==> src/tcc_pkg.sv <==
// Package for the turn curvature check: widths, constants and shared types.
`default_nettype none
package tcc_pkg;

   localparam int COORD_WIDTH  = 32;
   localparam int FRAC_BITS    = 16;
   localparam int DIFF_WIDTH   = COORD_WIDTH + 1;
   localparam int NORM_BITS    = 30;
   localparam int SNORM_WIDTH  = NORM_BITS + 1;
   localparam int PROD_WIDTH   = 2 * SNORM_WIDTH;
   localparam int SUM_WIDTH    = PROD_WIDTH + 1;
   localparam int LEN_WIDTH    = 32;
   localparam int LMIN3_WIDTH  = LEN_WIDTH + 2;
   localparam int CURV_WIDTH   = 32;
   localparam int RAD_WIDTH    = 64;
   localparam int ROOT_WIDTH   = RAD_WIDTH / 2;
   localparam int SQRT_STAGES  = ROOT_WIDTH;
   localparam int DIV_WIDTH    = 64;
   localparam int DIV_STAGES   = DIV_WIDTH;
   localparam int C2_SHIFT     = 62;
   localparam int W_SHIFT      = 34 + 2 * FRAC_BITS;
   localparam int TAN_WIDTH    = 23;

   localparam logic [TAN_WIDTH-1:0]  TAN_MILLI_Q32  = TAN_WIDTH'(4294969);
   localparam logic [CURV_WIDTH-1:0] MAX_CURV_RESET = CURV_WIDTH'(65536);

   typedef struct packed {
      logic [DIV_WIDTH-1:0] q;
      logic                 sat;
   } div_out_type;

   typedef struct packed {
      logic [NORM_BITS-1:0] p;
      logic [NORM_BITS-1:0] q;
   } norm_pair_type;

   typedef struct packed {
      logic                     valid;
      logic                     straight;
      logic                     dneg;
      logic                     lmin0;
      logic [LMIN3_WIDTH-1:0]   lmin3;
      logic [NORM_BITS-1:0]     dm;
      logic [2*NORM_BITS-1:0]   xm2;
   } front_side_type;

   typedef struct packed {
      logic                     valid;
      logic                     straight;
      logic                     dneg;
      logic                     lmin0;
      logic                     s2zero;
      logic [LMIN3_WIDTH-1:0]   lmin3;
      logic [DIV_WIDTH-1:0]     s2;
   } back_side_type;

endpackage
`default_nettype wire

==> src/tcc_isqrt.sv <==
// Pipelined integer square root, one result bit per stage.
`default_nettype none
module tcc_isqrt (
   input  wire logic                            clock,
   input  wire logic                            en,
   input  wire logic [tcc_pkg::RAD_WIDTH-1:0]   radicand,
   output logic      [tcc_pkg::ROOT_WIDTH-1:0]  root
);
   import tcc_pkg::*;

   logic [RAD_WIDTH-1:0] n_ff    [SQRT_STAGES];
   logic [RAD_WIDTH-1:0] res_ff  [SQRT_STAGES];
   logic [RAD_WIDTH-1:0] n_in    [SQRT_STAGES];
   logic [RAD_WIDTH-1:0] res_in  [SQRT_STAGES];
   logic [RAD_WIDTH-1:0] src_n   [SQRT_STAGES];
   logic [RAD_WIDTH-1:0] src_res [SQRT_STAGES];
   logic [RAD_WIDTH-1:0] trial   [SQRT_STAGES];

   always_comb begin
      src_n[0]   = radicand;
      src_res[0] = '0;
      for (int i = 1; i < SQRT_STAGES; i++) begin
         src_n[i]   = n_ff[i-1];
         src_res[i] = res_ff[i-1];
      end
      for (int i = 0; i < SQRT_STAGES; i++) begin
         trial[i] = src_res[i] + (RAD_WIDTH'(1) << (RAD_WIDTH - 2 - 2 * i));
         if (src_n[i] >= trial[i]) begin
            n_in[i]   = src_n[i] - trial[i];
            res_in[i] = (src_res[i] >> 1) + (RAD_WIDTH'(1) << (RAD_WIDTH - 2 - 2 * i));
         end else begin
            n_in[i]   = src_n[i];
            res_in[i] = src_res[i] >> 1;
         end
      end
   end

   always_ff @(posedge clock) begin
      if (en) begin
         for (int i = 0; i < SQRT_STAGES; i++) begin
            n_ff[i]   <= n_in[i];
            res_ff[i] <= res_in[i];
         end
      end
   end

   assign root = res_ff[SQRT_STAGES-1][ROOT_WIDTH-1:0];

endmodule
`default_nettype wire

==> config.mk <==
export PLATFORM = sky130hd
export DESIGN_NAME = tcc_isqrt
export DESIGN_NICKNAME = d
export VERILOG_FILES = /design/src/tcc_pkg.sv /design/src/tcc_isqrt.sv
export SDC_FILE = /design/constraint.sdc
export NUM_CORES = 2
export LEC_CHECK = 0
export BUFFER_PORTS_ARGS = -buffer_cell sky130_fd_sc_hd__buf_4
export CAP_MARGIN = 20
export CORE_MARGIN = 2
export CORE_UTILIZATION = 47
export CTS_CLUSTER_SIZE = 25
export DETAILED_ROUTE_END_ITERATION = 8
export SETUP_SLACK_MARGIN = 0.3
export SYNTH_ARGS = -nofsm -noshare
export SYNTH_HDL_FRONTEND = slang
export SYNTH_SLANG_ARGS = --single-unit
==> constraint.sdc <==
create_clock -name clock -period 11.6 [get_ports clock]
set_clock_uncertainty 0.15 [all_clocks]
set_input_delay 3.48 -clock clock [delete_from_list [all_inputs] [get_ports clock]]
set_output_delay 3.48 -clock clock [all_outputs]
set_load 0.01 [all_outputs]
# Word level (Yosys, flattened, before mapping)
# Memory sizes are Yosys's and may differ from the RTL's.
# Index checks and enable logic that the tools add are counted.
totals:
  n_memories: 2
  reg_bits: 0
  mem_bits_rw: 4096
  input_bits: 66
  elab_cells: 194
op_classes:
  n_addsub: 94
  magnitude_cmp: 32
  muxes: 66
memory_table:
  columns: ["name", "words", "word_bits", "read_ports", "rd_ports_with_merged_regs", "write_ports", "line", "source"]
  rows:
  - ["n_ff", 32, 64, 31, 0, 32, "tcc_isqrt.sv:11", "logic [RAD_WIDTH-1:0] n_ff [SQRT_STAGES];"]
  - ["res_ff", 32, 64, 32, 0, 32, "tcc_isqrt.sv:12", "logic [RAD_WIDTH-1:0] res_ff [SQRT_STAGES];"]
ops:
  columns: ["operator", "n"]
  rows:
  - ["two-way mux 64 bit", 63]
  - ["greater-or-equal comparator 64 bit", 31]
  - ["subtractor 64 bit", 31]
  - ["adder 63 x 1 -> 64 bit, second input constant", 1]
  - ["adder 63 x 11 -> 64 bit, second input constant", 1]
  - ["adder 63 x 13 -> 64 bit, second input constant", 1]
  - ["adder 63 x 15 -> 64 bit, second input constant", 1]
  - ["adder 63 x 17 -> 64 bit, second input constant", 1]
  - ["adder 63 x 19 -> 64 bit, second input constant", 1]
  - ["adder 63 x 21 -> 64 bit, second input constant", 1]
  - ["adder 63 x 23 -> 64 bit, second input constant", 1]
  - ["adder 63 x 25 -> 64 bit, second input constant", 1]
  - ["adder 63 x 27 -> 64 bit, second input constant", 1]
  - ["adder 63 x 29 -> 64 bit, second input constant", 1]
  - ["adder 63 x 3 -> 64 bit, second input constant", 1]
  - ["adder 63 x 31 -> 64 bit, second input constant", 1]
  - ["adder 63 x 33 -> 64 bit, second input constant", 1]
  - ["adder 63 x 35 -> 64 bit, second input constant", 1]
  - ["adder 63 x 37 -> 64 bit, second input constant", 1]
  - ["adder 63 x 39 -> 64 bit, second input constant", 1]
  - ["adder 63 x 41 -> 64 bit, second input constant", 1]
  - ["adder 63 x 43 -> 64 bit, second input constant", 1]
  - ["adder 63 x 45 -> 64 bit, second input constant", 1]
  - ["adder 63 x 47 -> 64 bit, second input constant", 1]
  - ["other kinds (45)", 46]

# Depth between registers and ports, before layout
# An unclocked memory read counts as a cell.
depth:
  word_depth: 4
  depth_mapped: 15

# Worst setup path after synthesis
# No wires, ideal clock.
synth_timing:
  path_kind: "in2reg"
  startpoint: "input radicand[63] (netlist bit)"
  endpoint: "memory n_ff[0][63], data pin"
  t_required_ps: 11171
  n_path_buf: 0
  arrival_time_ps: 4688
  setup_time_ps: 279
  stages: 6
  slack_ps: 6482
  cell_sequence: "inv_1 ha_1 nor4b_1 nand4_1 o41ai_1 a21oi_1"
synth_rtl:
  columns: ["element", "line", "source"]
  rows:
  - ["start, declared", "tcc_isqrt.sv:6", "input wire logic [tcc_pkg::RAD_WIDTH-1:0] radicand,"]
  - ["end, declared", "tcc_isqrt.sv:11", null]

==> run metrics <==
family with the most delay on the worst path=flip-flops; port buffer count=97; Seq/Total Area, Yosys=62.69%; final wirelength=303300 µm; grt total ovfl=0; final instance area=134300 µm²; Post-synth EDFFs=2512; Design Power=around 27 mW; number of fillers in the final layout=21265; worst skew pair latency=0.97 ns; Synth Register Bits=2512; Rows=185; Detail Route Antenna Nets=0; mapped cell area=120300 µm²; ys flop type=edfxtp_1; status=finished, final reports clean; Placed Area=125000 µm²; Syn Inst Count=9555; initial antenna violation count=10; Synth area leader=edfxtp_1; synth cell count leaders=edfxtp_1, inv_1, nor2_1; Final Setup Violations=0; post-DR vias/cell=roughly 5.7; Worst Setup Start Kind=flop; relative slew slack=19.11%; post-CTS sizing=0; vias=76608; Initial Util=between 40% and 50%; CP Buf/Inv Count=1; Max VDD drop=0.0001713 V; Pwr Density=201.9 nW/µm²; RSZ-0062 raised after global routing=no; final core occ=52.79%; # hold bufs at CTS=0; share of cells above drive strength 1=7.430%; area delta synth->final=11.60%; All-Layer GR Usage=22.90%; max frequency=0.1897 GHz; H-tree levels=5; most common cell in the synthesized netlist=edfxtp_1; metal2 WL=143900 µm; Die Span Y=510.0 µm; Arrival @ worst endpoint=1.64 ns; die width=510.0 µm; Pre-Repair DR Iteration Count=6; Min Hold Slack=between 0.2 and 0.3 ns; Mapped Nets=10179; met3 wire len=around 16000 µm; Layout Nets=roughly 10000; die area=260100 µm²; detailed-route DRC error count=0; top-level port count=98; CP endpoint kind=output pin; GPL Wtd Cong=0.9187; Post-CTS Setup Bufs=0; synth warn=0; Crit-path slowest cell=edfxtp_1; via count of the first global-routing pass=74247; DRT iter0 DRCs=7138; Synth cell types=slightly above 90; cts bufs inserted=290; M1 WL=between 100000 and 150000 µm; largest net degree at the start of global routing=202; final period utilization=between 40% and 50%; WL per Instance=22.71 µm; LEAKAGE=50.45 nW; type of the worst setup path=reg -> out; Yosys top cell area share=62.69%; synthesized area per cell=12.59 µm²; Hold WC Path Type=reg -> reg; critical path, cell by cell=buf_4; max layer used=met5; CP peak stage delay=0.54 ns; Worst-path clk slew=0.06 ns; Slew Viols, Final=0; post-layout min period=5.272 ns; setup tns final=0 ns; detailed-placement wirelength estimate=between 200000 and 250000 µm; crit-path max FO=1; CTS tree=built; Max-Cap Viols=0; asr flop ratio synth=0%; Slew @ Worst Pin=around 1.2 ns; Fin. Hold Viols=0; CTS max path bufs=4; Core Area=254400 µm²; WP data required=approximately 8 ns; largest cells by area after synthesis=edfxtp_1, ha_1, xnor2_1, xor2_1, a21oi_1; root buffer cell=clkbuf_16; first-pass GRT wire length=about 460000 µm; CTS Sinks=2512
-- cells in the final DEF (no fill, tap or decap), types with 238 or more instances in the layout --
cell type and n:
nor3_1 238, xnor2_1 491, clkbuf_16 296, edfxtp_1 2512
nor2_1 611, o21ai_0 412, xor2_1 385, nor4_1 348
nand2_1 611, a21oi_1 597, a21o_1 261, ha_1 558
inv_1 716
-- final timing paths --
path / start / endpoint / slack, ns / cells after the start
min reg2reg: res_ff[1][855] / res_ff[1][918] / 0.26 / 0
max: res_ff[1][964] / root[4] / 6.33 / 1
max reg2reg: n_ff[1][550] / n_ff[1][626] / 6.52 / 12
min: res_ff[1][855] / res_ff[1][918] / 0.26 / 0
-- logic make-up after synthesis --
group / Yosys count / share of synthesized area (%)
AOI/OAI and AO/OA: 1789 / 9.189
adders and majority gates: 558 / 5.802
muxes: 114 / 1.056
and+or+nand+nor: 2767 / 11.84
DFF: 2512 / 62.69
buffers and inverters: 939 / 3.048
xor gates and xnor gates: 876 / 6.376
-- power by group --
group	switching, mW	total, mW	internal (mW)
Sequential	0.991	12.5	11.5
Combinational	3.28	5.56	2.28
Clock	3.59	9.02	5.43
-- area by class of cell --
type	instances	area, µm²	share of cell area (%)
timing repair buffer	154	1321	0.9839
antenna	2	5.005	0.003727
clock inverter	161	1755	1.307
sequential	2512	75430	56.17
tap	3366	4212	3.136
multi-input combinational	6104	41310	30.76
inverter	721	2706	2.015
clock buffer	334	7550	5.622
-- flip-flops by register name, summed over array words and instances, names as in the netlist --
signal  count
res_ff    528
n_ff     1984
-- stage by stage --
stage	setup WS [ns]	cells
final	6.328	13354
after detailed placement	5.573	12854
after global placement	5.603	12852
after CTS	6.284	13349
after global routing	6.295	13354
after floorplan	6.482	9555
-- per-layer routing --
layer	up-vias	global-route usage [%]
met5	-	0
met4	6	6.256
met3	470	2.912
met2	2230	37.47
met1	37730	32.21
li1	36172	-
Power figures use the tool's default switching activity.
